[src/hw/rtl/dssp_pkg.sv]
// ----------------------------------------------------------------------------
// dssp_pkg
// Shared types and constants for the decimal size string parser: the
// input and result word layouts, status codes, and the character codes
// for digits, the terminator and the binary scale suffixes.
// ----------------------------------------------------------------------------
package dssp_pkg;

    // One input word: a start flag and one ASCII character
    typedef struct packed {
        logic       start_req;
        logic [7:0] ch;
    } t_in_word;

    // One result word
    typedef struct packed {
        logic [63:0] value;
        logic [1:0]  status;
    } t_out_word;

    // Result status codes
    localparam logic [1:0] ST_OK       = 2'd0;
    localparam logic [1:0] ST_INVALID  = 2'd1;
    localparam logic [1:0] ST_OVERFLOW = 2'd2;

    // Value limits for the digit overflow check
    localparam logic [63:0] ALL_ONES    = 64'hFFFF_FFFF_FFFF_FFFF;
    localparam logic [63:0] LIMIT_DIV10 = ALL_ONES / 64'd10;
    localparam logic [3:0]  LIMIT_REM10 = 4'(ALL_ONES % 64'd10);

    // Character codes
    localparam logic [7:0] CH_TERM  = 8'h00;
    localparam logic [7:0] CH_ZERO  = 8'h30;
    localparam logic [7:0] CH_NINE  = 8'h39;
    localparam logic [7:0] CH_KILO  = 8'h6B;  // k
    localparam logic [7:0] CH_MEGA  = 8'h4D;  // M
    localparam logic [7:0] CH_GIGA  = 8'h47;  // G
    localparam logic [7:0] CH_TERA  = 8'h54;  // T
    localparam logic [7:0] CH_PETA  = 8'h50;  // P
    localparam logic [7:0] CH_EXA   = 8'h45;  // E
    localparam logic [7:0] CH_ZETTA = 8'h5A;  // Z
    localparam logic [7:0] CH_YOTTA = 8'h59;  // Y

    // Scale shift width: up to 80 bits
    localparam int SH_W = 7;

endpackage

[src/hw/rtl/decimal_size_string_parser_core.sv]
// An accepted word goes to the input register, and its result word is then
// loaded into the output register; words not ending a string give no result.
// Throughput: one word per cycle; the accumulator update (multiply by ten
// and add, plus the limit compare) is combinational. A word that ends
// a string waits in the input register while an earlier result is unread.
// Reset (synchronous, active low) clears the accumulator, the decided flag
// and both valid flags, and sets suffix_mode to 1.
// ----------------------------------------------------------------------------
// decimal_size_string_parser_core
// Parses a stream of ASCII characters into an unsigned 64-bit value with an
// optional binary scale suffix in suffix mode, giving one result word per string.
// ----------------------------------------------------------------------------
module decimal_size_string_parser_core
    import dssp_pkg::*;
(
    input  logic      i_clk,
    input  logic      i_rst_n,
    // Configuration
    input  logic      i_cfg_wr_en,
    input  logic      i_cfg_wr_data,
    // Input channel
    input  logic      i_in_valid,
    output logic      o_in_ready,
    input  t_in_word  i_in_word,
    // Result channel
    output logic      o_out_valid,
    input  logic      i_out_ready,
    output t_out_word o_out_word
);

    logic        r_suffix_mode;
    logic        r_in_valid;
    t_in_word    r_in;
    logic [63:0] r_acc;
    logic        r_decided;
    logic        r_out_valid;
    t_out_word   r_out;

    logic        w_out_free;
    logic        w_advance;
    logic [63:0] w_acc_cur;
    logic        w_dec_cur;
    logic        w_is_digit;
    logic [3:0]  w_digit;
    logic        w_digit_ok;
    logic [63:0] w_acc_mul;
    logic        w_sfx_hit;
    logic [SH_W-1:0] w_sh;
    logic [63:0] w_sh_limit;
    logic        w_has_result;
    t_out_word   w_result;
    logic [63:0] n_acc;
    logic        n_decided;

    // Handshake: input register drains when the result can go out or the word gives no result
    assign w_out_free = !r_out_valid || i_out_ready;
    assign w_advance  = r_in_valid && (w_out_free || !w_has_result);
    assign o_in_ready = !r_in_valid || w_advance;

    // Start clears the string state before the character is looked at
    assign w_acc_cur = r_in.start_req ? 64'd0 : r_acc;
    assign w_dec_cur = r_in.start_req ? 1'b0  : r_decided;

    // Digit path: acc * 10 + d with limit check
    assign w_is_digit = r_in.ch inside {[CH_ZERO:CH_NINE]};
    assign w_digit    = 4'(r_in.ch - CH_ZERO);
    assign w_digit_ok = (w_acc_cur < LIMIT_DIV10) ||
                        ((w_acc_cur == LIMIT_DIV10) && (w_digit <= LIMIT_REM10));
    assign w_acc_mul  = (w_acc_cur << 3) + (w_acc_cur << 1) + {60'd0, w_digit};

    // Terminator / suffix decode
    always_comb begin
        w_sfx_hit = 1'b1;
        case (r_in.ch)
            CH_TERM:  w_sh = SH_W'(0);
            CH_KILO:  w_sh = SH_W'(10);
            CH_MEGA:  w_sh = SH_W'(20);
            CH_GIGA:  w_sh = SH_W'(30);
            CH_TERA:  w_sh = SH_W'(40);
            CH_PETA:  w_sh = SH_W'(50);
            CH_EXA:   w_sh = SH_W'(60);
            CH_ZETTA: w_sh = SH_W'(70);
            CH_YOTTA: w_sh = SH_W'(80);
            default: begin
                w_sh      = SH_W'(0);
                w_sfx_hit = 1'b0;
            end
        endcase
    end

    // Largest value that survives the shift (zero for shifts of 64 and up)
    assign w_sh_limit = ALL_ONES >> w_sh;

    // Result decision
    always_comb begin
        w_result.value  = 64'd0;
        w_result.status = ST_OK;
        if (w_is_digit) begin
            w_result.status = ST_OVERFLOW;
        end else if (r_suffix_mode) begin
            if (!w_sfx_hit) begin
                w_result.status = ST_INVALID;
            end else if (w_acc_cur == 64'd0) begin
                w_result.status = ST_OK;
            end else if (w_acc_cur > w_sh_limit) begin
                w_result.status = ST_OVERFLOW;
            end else begin
                w_result.value = w_acc_cur << w_sh[5:0];
            end
        end else if (r_in.ch == CH_TERM) begin
            w_result.value = w_acc_cur;
        end else begin
            w_result.status = ST_INVALID;
        end
    end

    assign w_has_result = !w_dec_cur && !(w_is_digit && w_digit_ok);

    // Next string state
    always_comb begin
        n_acc     = w_acc_cur;
        n_decided = w_dec_cur || w_has_result;
        if (!w_dec_cur && w_is_digit && w_digit_ok) begin
            n_acc = w_acc_mul;
        end
    end

    // Configuration register
    always_ff @(posedge i_clk) begin
        if (!i_rst_n) begin
            r_suffix_mode <= 1'b1;
        end else if (i_cfg_wr_en) begin
            r_suffix_mode <= i_cfg_wr_data;
        end
    end

    // Input register
    always_ff @(posedge i_clk) begin
        if (!i_rst_n) begin
            r_in_valid <= 1'b0;
        end else if (o_in_ready) begin
            r_in_valid <= i_in_valid;
        end
    end

    always_ff @(posedge i_clk) begin
        if (o_in_ready && i_in_valid) begin
            r_in <= i_in_word;
        end
    end

    // String state
    always_ff @(posedge i_clk) begin
        if (!i_rst_n) begin
            r_acc     <= 64'd0;
            r_decided <= 1'b0;
        end else if (w_advance) begin
            r_acc     <= n_acc;
            r_decided <= n_decided;
        end
    end

    // Output register
    always_ff @(posedge i_clk) begin
        if (!i_rst_n) begin
            r_out_valid <= 1'b0;
        end else if (w_advance && w_has_result) begin
            r_out_valid <= 1'b1;
        end else if (i_out_ready) begin
            r_out_valid <= 1'b0;
        end
    end

    always_ff @(posedge i_clk) begin
        if (w_advance && w_has_result) begin
            r_out <= w_result;
        end
    end

    assign o_out_valid = r_out_valid;
    assign o_out_word  = r_out;

    // Checks

    // A failed string carries a zero value
    a_fail_zero: assert property (@(posedge i_clk) disable iff (!i_rst_n)
        o_out_valid && (o_out_word.status != ST_OK) |-> o_out_word.value == 64'd0)
        else $error("non-zero value on failed result");

    // Status is never the unused code
    a_status_code: assert property (@(posedge i_clk) disable iff (!i_rst_n)
        o_out_valid |-> (o_out_word.status == ST_OK) || (o_out_word.status == ST_INVALID)
                        || (o_out_word.status == ST_OVERFLOW))
        else $error("unused status code");

    // Once decided, no further result until a new string starts
    a_one_result: assert property (@(posedge i_clk) disable iff (!i_rst_n)
        r_in_valid && r_decided && !r_in.start_req |-> !w_has_result)
        else $error("second result within one string");

    // A word held back in the input register is not lost
    a_in_hold: assert property (@(posedge i_clk) disable iff (!i_rst_n)
        r_in_valid && !w_advance |=> r_in_valid && $stable(r_in))
        else $error("stalled input word lost");

    // An unread result is not overwritten
    a_out_hold: assert property (@(posedge i_clk) disable iff (!i_rst_n)
        r_out_valid && !i_out_ready |=> r_out_valid && $stable(r_out))
        else $error("pending result overwritten");

endmodule
[config.mk]
export PLATFORM = sky130hd
export DESIGN_NAME = decimal_size_string_parser_core
export DESIGN_NICKNAME = d
export VERILOG_FILES = /design/src/hw/rtl/dssp_pkg.sv /design/src/hw/rtl/decimal_size_string_parser_core.sv
export SDC_FILE = /design/constraint.sdc
export NUM_CORES = 1
export LEC_CHECK = 0
export BUFFER_PORTS_ARGS = -buffer_cell sky130_fd_sc_hd__buf_2
export CAP_MARGIN = 20
export CORE_MARGIN = 2
export CORE_UTILIZATION = 25
export CTS_CLUSTER_SIZE = 20
export DETAILED_ROUTE_END_ITERATION = 12
export GPL_TIMING_DRIVEN = 0
export PLACE_DENSITY_LB_ADDON = 0.1
export SLEW_MARGIN = 10
export SYNTH_ARGS = -nofsm -noshare
export SYNTH_HDL_FRONTEND = slang
export SYNTH_SLANG_ARGS = --single-unit
[constraint.sdc]
create_clock -name i_clk -period 5.43 [get_ports i_clk]
set_input_delay 0.2715 -clock i_clk [delete_from_list [all_inputs] [get_ports i_clk]]
set_output_delay 0.2715 -clock i_clk [all_outputs]
set_load 0.02 [all_outputs]
# --- Word level (Yosys, flattened, before mapping) ---
# Cells that the tools add are included.
totals:
  output_inout_bits: 68
  reg_bits: 143
  word_cells: 67
  in_bits: 15
classes:
  n_lt_le_gt_ge: 5
  reduce_logical: 23
  shifts: 2
  add_sub_neg: 3
  eq_ne: 9
  mux: 16
op_table:
  columns: ["cell", "count"]
  rows:
  - ["64-bit two-way mux", 6]
  - ["66-bit two-way mux", 1]
  - ["64-bit by 4-bit adder with 64-bit output", 1]
  - ["64-bit adder", 1]
  - ["64-bit by 61-bit equality test with 1-bit output, second input constant", 1]
  - ["8-bit by 7-bit equality test with 1-bit output, second input constant", 8]
  - ["64-bit greater-than comparator", 1]
  - ["64-bit logical NOT", 1]
  - ["64-bit by 61-bit < comparator with 1-bit output, second input constant", 1]
  - ["64-bit by 6-bit << shifter with 64-bit output", 1]
  - ["64-bit by 7-bit >> shifter with 64-bit output, first input constant", 1]
  - ["7-bit case mux with 8 select lines", 1]
  - ["1-bit logical AND", 9]
  - ["9-bit OR reduction", 1]
  - ["8-bit by 6-bit >= comparator with 1-bit output, second input constant", 1]
  - ["8-bit by 6-bit less-or-equal comparator with 1-bit output, second input constant", 1]
  - ["8-bit logical NOT", 1]
  - ["2-bit two-way mux", 3]
  - ["1-bit logical NOT", 5]
  - ["1-bit logical OR", 5]
  - ["1-bit two-way mux", 5]
  - ["4-bit by 3-bit less-or-equal comparator with 1-bit output, second input constant", 1]
  - ["4-bit by 1-bit subtractor with 4-bit output, second input constant", 1]
  - ["2-bit nonzero test", 1]

# --- Logic depth before layout (Yosys ltp) ---
# Gate-level depths: netlist of the first run.
logic_depth:
  word_depth: 12
  ltp_mapped: 20
  ltp_nobuf: 17

# --- Worst setup path after synthesis of the first run ---
# No wires, ideal clock.
synth_path:
  path_kind: "register to register"
  start: "reg r_in[0] (netlist bit)"
  end: "reg r_out, in the netlist o_out_word[61], data pin"
  stages_incl_launch_ff: 20
  setup_slack_ns: 1.106
  t_arrival_ns: 4.063
  setup_time_ns: 0.261
  synth_period_minus_slack_ns: 4.324
  required_time_ns: 5.169
  path_cell_list: "edfxtp_1 -> buf_2 -> and3b_1 -> clkbuf_2 -> o211ai_1 -> clkbuf_1 -> clkbuf_1 -> o211ai_1 -> ha_1 -> nand2_1 -> o21ai_0 -> or3b_2 -> a21boi_0 -> o31a_1 -> o22ai_1 -> nand3_1 -> nand2b_1 -> buf_2 -> nor2_1 -> a221o_1"
synth_between:
  elab_chain_cells: 8
  elab_cells_between_ends: 23
  cone_classes: "order compare: 3; eq/ne: 8; shift: 2; mux: 7; reduce/logical: 3"
synth_rtl:
  columns: ["item", "line_no", "rtl"]
  rows:
  - ["from (decl)", "decimal_size_string_parser_core.sv:33", "t_in_word r_in;"]
  - ["from (signal assigned)", "decimal_size_string_parser_core.sv:148", "r_in <= i_in_word;"]
  - ["8-bit by 7-bit equality test with 1-bit output", "decimal_size_string_parser_core.sv:74", "case (r_in.ch)"]
  - ["7-bit case mux with 8 select lines", "decimal_size_string_parser_core.sv:74", null]
  - ["64-bit by 7-bit >> shifter with 64-bit output", "decimal_size_string_parser_core.sv:92", "assign w_sh_limit = ALL_ONES >> w_sh;"]
  - ["64-bit greater-than comparator", "decimal_size_string_parser_core.sv:105", "end else if (w_acc_cur > w_sh_limit) begin"]
  - ["64-bit two-way mux", "decimal_size_string_parser_core.sv:105", null]
  - ["64-bit two-way mux", "decimal_size_string_parser_core.sv:103", "end else if (w_acc_cur == 64'd0) begin"]
  - ["64-bit two-way mux", "decimal_size_string_parser_core.sv:101", "if (!w_sfx_hit) begin"]
  - ["66-bit two-way mux", "decimal_size_string_parser_core.sv:100", "end else if (r_suffix_mode) begin"]
  - ["to (signal assigned)", "decimal_size_string_parser_core.sv:176", "r_out <= w_result;"]
  - ["to (decl)", "decimal_size_string_parser_core.sv:37", "t_out_word r_out;"]
# Several ways; a longest one is shown, not always the timed one.
# A chain may end at the register's enable or synchronous reset.

# --- Worst setup path after layout of the first run ---
layout_path:
  start: "reg r_in[2] (netlist bit)"
  end: "reg r_out, in the netlist o_out_word[33], data pin"
# Same word-level chain as after synthesis.

==> results.cfg, run 1 <==
[clocking]
cts_sinks = 143
cts_max_level = 4
cts_root_buffer = clkbuf_16
numCtsBuffers = 17
clkSlewWorstSetupHoldPaths_ns = 0.07
clock_path_buffers = 2
clk_latency_ns = 0.48
cts_tree = yes

[worst_hold_path]
hp-start = i_cfg_wr_data
min_path_cells = 3
hold_class = in2reg
holdPathEnd = r_suffix_mode$_SDFFE_PN1P_

[die]
rows = 89
die_area_sq_mm = 0.06189
die_w_um = 248.8
die_h_um = 248.8
io_pins = 83
core_area_sq_mm = 0.05913
initial_utilization_pct = 25.33

[placement]
port_buffers = 82
dpl.cell_count = 2735
dpl.hpwl_um = 60230
globalplace.congestion = 0.9933
placed_area_sq_mm = 0.01640

[sta]
setup_tns_ns = 0
period_share_pct = 95.77
rsz0062_at_grt = no
holdWs_ns = 0.02392
fin_skew_ns = 0.01655
worst_slew_pin_slew_ns = 1.162
maxSlewViolCount = 0
finalSetupViolations = 0
finalHoldViolations = 0
max_freq_mhz = 192.3
relSlewSlack_pct = 22.36
min_period_ns = 5.200

[worst_setup_path]
cp_num_cells = 19
r2r-end = o_out_word[33]$_SDFFCE_PP0P_
critical_path_required_ns = 5.60
worstPathBufferInverterCount = 5
r2r_start = r_in[2]$_DFFE_PP_
path_cells = buf_2 -> nand3b_1 -> a21oi_1 -> o21ai_0 -> buf_2 -> clkbuf_4 -> o211ai_1 -> ha_1 -> nand2_1 -> o21ai_0 -> or3b_2 -> a21boi_0 -> o31a_1 -> o22ai_1 -> nand3_4 -> nand2b_1 -> buf_2 -> buf_2 -> o22ai_1
reg2regPathDepth = 19
crit_arrival_ns = 5.37
path_common_cell = buf_2
critPathKind = reg2reg
cp_top_family = buffers and inverters
slowest_stage = edfxtp_1
crit_path_start_kind = flop
crit_fanout = 19
slowest_delay_ns = 0.51
rrSetupSlack_ns = 0.23
critPathCaptureType = flop

[route]
wl_per_cell_um = 26.03
postRouteWirelength_um = 72380
drtAntennaViolNets = 0
post-route-drc-count = 0
dr.pass1.iters = 5
drt-initial-drc-count = 1052
avgViaCountPerCell = 5.440
vias = 15130

[synth]
synth_top_cells_by_count = nand2_1 (212), ha_1 (186), a21oi_1 (163)
synth_area_leaders = ha_1 (16%), edfxtp_1 (15%), dfxtp_1 (9.1%)
async_flop_share_pct = 0
syn-instance-count = 1877
ys.flop_type = edfxtp_1
postSynthAreaPerCell_sq_um = 7.980
synth_cell_types = 83
synth.most_common_cell = nand2_1
synth_edf_count = 75
syn_area_sq_mm = 0.01498
ys_seq_elements = 143
synth_top_area_share_pct = 15.54
seq_area_frac_synth_pct = 24.12
yosysWarnings = 0
synth.largest_area_cell = ha_1
synth_fp_nets = 2080

[layout]
final_cell_area_sq_mm = 0.01731
stdcell_count = 2781
diodes = 0
drive_gt1_share_pct = 11.35
nets = 2198
synthToLayoutAreaGrowth_pct = 15.57
post-route-util_pct = 29.27

[power]
p_leak_nw = 7.563
p_per_area_mw_per_mm2 = 155.1
peakVddDrop_v = 0.0002378

[grt]
grtUsageTotal_pct = 22.96
overflow = 0
grt_pass1_vias = 15050
grt_pass1_wl_um = 104600
grt_max_degree = 65
antenna_found_initial = 1

[outcome]
status = finished, final reports clean

[run]
maxCapViolations = 0
## power breakdown
group	internal [mW]	switching, mW	total [mW]
sequential	1.17	0.0112	1.18
combinational	0.0696	0.168	0.238
clock	0.737	0.533	1.27
## layer usage
layer | track usage [%] | up-vias | part of all wire (%)
met5 | 0 | - | 0
met4 | 9.628 | 0 | 4.4
met3 | 2.571 | 128 | 3.9
met2 | 39.30 | 492 | 47
met1 | 29.24 | 7287 | 44
li1 | - | 7223 | -
## layout by cell type (no fill, tap or decap), types with 15 or more instances in the layout
cell       count
nand2_1      209
ha_1         186
a21oi_1      162
nor2_1       150
buf_2        109
o21ai_0       99
mux2i_1       79
edfxtp_1      75
nor2b_1       72
dfxtp_1       68
clkbuf_1      62
inv_1         60
nand4_1       43
a22oi_1       43
a21o_1        42
xnor2_1       37
nand3_1       33
o22ai_1       32
o211ai_1      28
nor3_1        26
o21ai_1       23
xor2_1        23
a31oi_1       20
a211oi_1      19
o21bai_1      19
clkbuf_16     19
o21a_1        18
nor4_1        17
mux2_2        15
## worst reg2reg max path, delay by kind of cell, from the launching register on
kind / cells / cell delay (ns)
and+or+nand+nor: 5 / 1.00
adders and majority gates: 1 / 0.34
DFF: 1 / 0.51
buffers and inverters: 5 / 1.61
AOI/OAI and AO/OA: 8 / 1.45
## through the flow
step | total power, mW | setup WS [ns]
after floorplan | 1.334 | 1.106
after global placement | 1.429 | -1.133
after detailed placement | 1.430 | -1.053
after CTS | 2.700 | 0.02031
after global routing | 2.766 | 0.01322
final | 2.686 | 0.2297
## final cells by class
type / instances / area, sq um
Buffer: 110 / 489.2
Clock buffer: 22 / 486.7
Clock inverter: 10 / 123.9
Fill cell: 6446 / 41820
Inverter: 64 / 242.7
Multi-Input combinational cell: 1557 / 10770
Sequential cell: 143 / 3613
Tap cell: 773 / 967.2
Timing Repair Buffer: 102 / 613.1
## repair_timing
action | in CTS | in global routing
hold buffers | 8 | 0
hold endpoints to repair | 8 | 0
buffers inserted | 3 | 6
pin swaps | 2 | 2
endpoints found under the setup margin | 91 | 75
resized for setup | 26 | 25
gates cloned | 0 | 0
## worst max path at each step
| stage | end | from |
|---|---|---|
| final | o_out_word[33]$_SDFFCE_PP0P_ | r_in[2]$_DFFE_PP_ |
| after global routing | o_out_word[25]$_SDFFCE_PP0P_ | r_in[2]$_DFFE_PP_ |
| after CTS | r_acc[32]$_SDFFE_PN0P_ | r_in[8]$_DFFE_PP_ |
| after detailed placement | o_out_word[25]$_SDFFCE_PP0P_ | r_in[3]$_DFFE_PP_ |
| after global placement | o_out_word[25]$_SDFFCE_PP0P_ | r_in[3]$_DFFE_PP_ |
| after floorplan | o_out_word[61]$_SDFFCE_PP0P_ | r_in[0]$_DFFE_PP_ |
## logic make-up after synthesis
logic type / Yosys count / share of synthesized area, %
xor gates and xnor gates: 60 / 3.508
and+or+nand+nor: 623 / 19.68
buffers and inverters: 177 / 4.820
DFF: 143 / 24.12
adders and majority gates: 188 / 15.80
muxes: 97 / 6.708
AOI/OAI and AO/OA: 589 / 25.35
## registers in the layout (all words and copies together), names as in the netlist
register       flops
r_suffix_mode      1
o_out_word        66
r_in               9
r_in_valid         1
r_acc             64
o_out_valid        1
r_decided          1
Power figures use the tool's default switching activity.
==> inputs of run 2 (changes only) <==
- CORE_UTILIZATION: 25 -> 45
==> run 2 against run 1 <==
  * The run now ends with negative hold slack left
  * Sequential power about the same
  * Maximum frequency shrank 0.85%
  * Register-to-register slack got worse by 0.04 ns
  * Worst setup slack lost 0.044 ns
  * Final cell count fell by 12%
  * Global-route usage is 12 points higher
  * Via count increased by 2.1%
==> results.cfg, run 2 (synthesis gave the netlist of run 1 again) <==
[worst_setup_path]
crit_arrival_ns = 5.49
rrSetupSlack_ns = 0.19
critPathCaptureType = flop
crit_path_start_kind = flop
path_cells = clkbuf_1 -> nand2_1 -> nor2_1 -> inv_1 -> clkbuf_1 -> nand2_1 -> ha_1 -> a21oi_1 -> nor2b_1 -> o21ai_0 -> a21oi_1 -> o41a_1 -> o21ai_0 -> nand3_2 -> nor2_4 -> buf_4 -> nand2_1 -> o21ai_0
crit_fanout = 10
critical_path_required_ns = 5.68
reg2regPathDepth = 18
r2r_start = r_in[4]$_DFFE_PP_
r2r-end = o_out_word[16]$_SDFFCE_PP0P_
slowest_stage = o21ai_0
slowest_delay_ns = 0.51
critPathKind = reg2reg

[power]
total_power_mw = 2.784
p_leak_nw = 7.563
p_per_area_mw_per_mm2 = 165.4
peakVddDrop_v = 0.0001903

[route]
drtAntennaViolNets = 0
drt-initial-drc-count = 1585
wl_per_cell_um = 25.36
dr.pass1.iters = 6
post-route-drc-count = 0
postRouteWirelength_um = 61950
vias = 15445
avgViaCountPerCell = 6.322

[worst_hold_path]
hold_class = in2reg
hp-start = i_in_word[5]
min_path_cells = 1
holdPathEnd = r_in[5]$_DFFE_PP_

[sta]
relSlewSlack_pct = 28.81
holdWs_ns = -0.003009
rsz0062_at_grt = no
period_share_pct = 96.59
min_period_ns = 5.245
finalSetupViolations = 0
finalHoldViolations = 2
maxSlewViolCount = 0
max_freq_mhz = 190.7
worst_slew_pin_slew_ns = 1.066
fin_skew_ns = 0.009381

[clocking]
cts_max_level = 4
cts_sinks = 143
numCtsBuffers = 17
clkSlewWorstSetupHoldPaths_ns = 0.06
cts_tree = yes
cts_root_buffer = clkbuf_16
clock_path_buffers = 2
clk_latency_ns = 0.45

[outcome]
violations = negative hold slack
status = finished, violations left

[layout]
diodes = 0
drive_gt1_share_pct = 10.74
final_cell_mix = nand2_1 (212), ha_1 (186), a21oi_1 (162)
nets = 2191
synthToLayoutAreaGrowth_pct = 12.38
mostFrequentLayoutCell = nand2_1
post-route-util_pct = 51.60
largest_register_ffs = 66
stdcell_count = 2443

[die]
die_h_um = 186.4
die_area_sq_mm = 0.03476
rows = 66
io_pins = 83
initial_utilization_pct = 45.92
core_area_sq_mm = 0.03262
die_w_um = 186.4

[placement]
dpl.cell_count = 2402
globalplace.congestion = 1.010
port_buffers = 82
dpl.hpwl_um = 50690

[grt]
overflow = 0
grt_pass1_wl_um = 92450
antenna_found_initial = 0
grt_max_degree = 67
grt_pass1_vias = 15061
grtUsageTotal_pct = 34.99

[run]
maxCapViolations = 0
## run 2: layer usage
layer	GRT usage, %	vias up	wire, um
met1	45.66	7297	26750
met2	55.42	767	27210
met4	19.97	0	3788
met3	5.059	196	4208
li1	-	7185	-
met5	0	-	0
## run 2: through the flow
stage	cell area, sq um	setup slack, ns	setup TNS, ns	hold WS [ns]
5_1_grt	16830	0.006575	0	0.0009534
4_1_cts	16710	0.05411	0	0.0008843
3_3_place_gp	15940	-0.8116	-34.00	0.4483
6_report	16830	0.1852	0	-0.003009
3_5_place_dp	15970	-0.6767	-28.43	0.4501
2_1_floorplan	14980	1.106	0	0.3704
## run 2: worst max-delay path by stage
stage	cells after the start	slack (ns)	from	end
6_report	18	0.19	r_in[4]$_DFFE_PP_	o_out_word[16]$_SDFFCE_PP0P_
5_1_grt	15	0.007	r_in[8]$_DFFE_PP_	r_acc[32]$_SDFFE_PN0P_
4_1_cts	16	0.05	r_in[8]$_DFFE_PP_	r_acc[54]$_SDFFE_PN0P_
3_5_place_dp	19	-0.68	r_in[3]$_DFFE_PP_	o_out_word[25]$_SDFFCE_PP0P_
3_3_place_gp	18	-0.81	r_in[2]$_DFFE_PP_	o_out_word[25]$_SDFFCE_PP0P_
2_1_floorplan	19	1.11	r_in[0]$_DFFE_PP_	o_out_word[61]$_SDFFCE_PP0P_
## run 2: what timing repair did
| action | in CTS | in global routing |
|---|---|---|
| endpoints found under the setup margin | 78 | 72 |
| gates cloned | 0 | 0 |
| endpoints found under the hold margin | 0 | 4 |
| buffers inserted | 3 | 4 |
| resized for setup | 10 | 23 |
| pin swaps | 2 | 0 |
| hold buffers | 0 | 4 |
## run 2: power by group
part           internal [mW]  switching, mW  leakage (nW)
clock                  0.884          0.496         0.346
sequential              1.17         0.0113          1.23
combinational         0.0661          0.160          5.99
total                   2.12          0.667          7.56
## run 2: area by class of cell
class | count | area, sq um
clock buffers | 26 | 585.6
inverters | 64 | 242.7
flip-flops and latches | 143 | 3613
plain buffers | 111 | 488.0
repair buffers | 94 | 530.5
fillers | 3237 | 15790
multi-input cells | 1557 | 10710
well taps | 442 | 553.0
clock inverters | 6 | 108.9
## run 2: worst max-delay path: cells and delay by family (launching register included)
kind            cells  cell delay (ns)
fa+ha+maj           1             0.25
flops               1             0.47
simple gates        7             1.79
compound gates      6             1.53
buf+inv             4             0.97
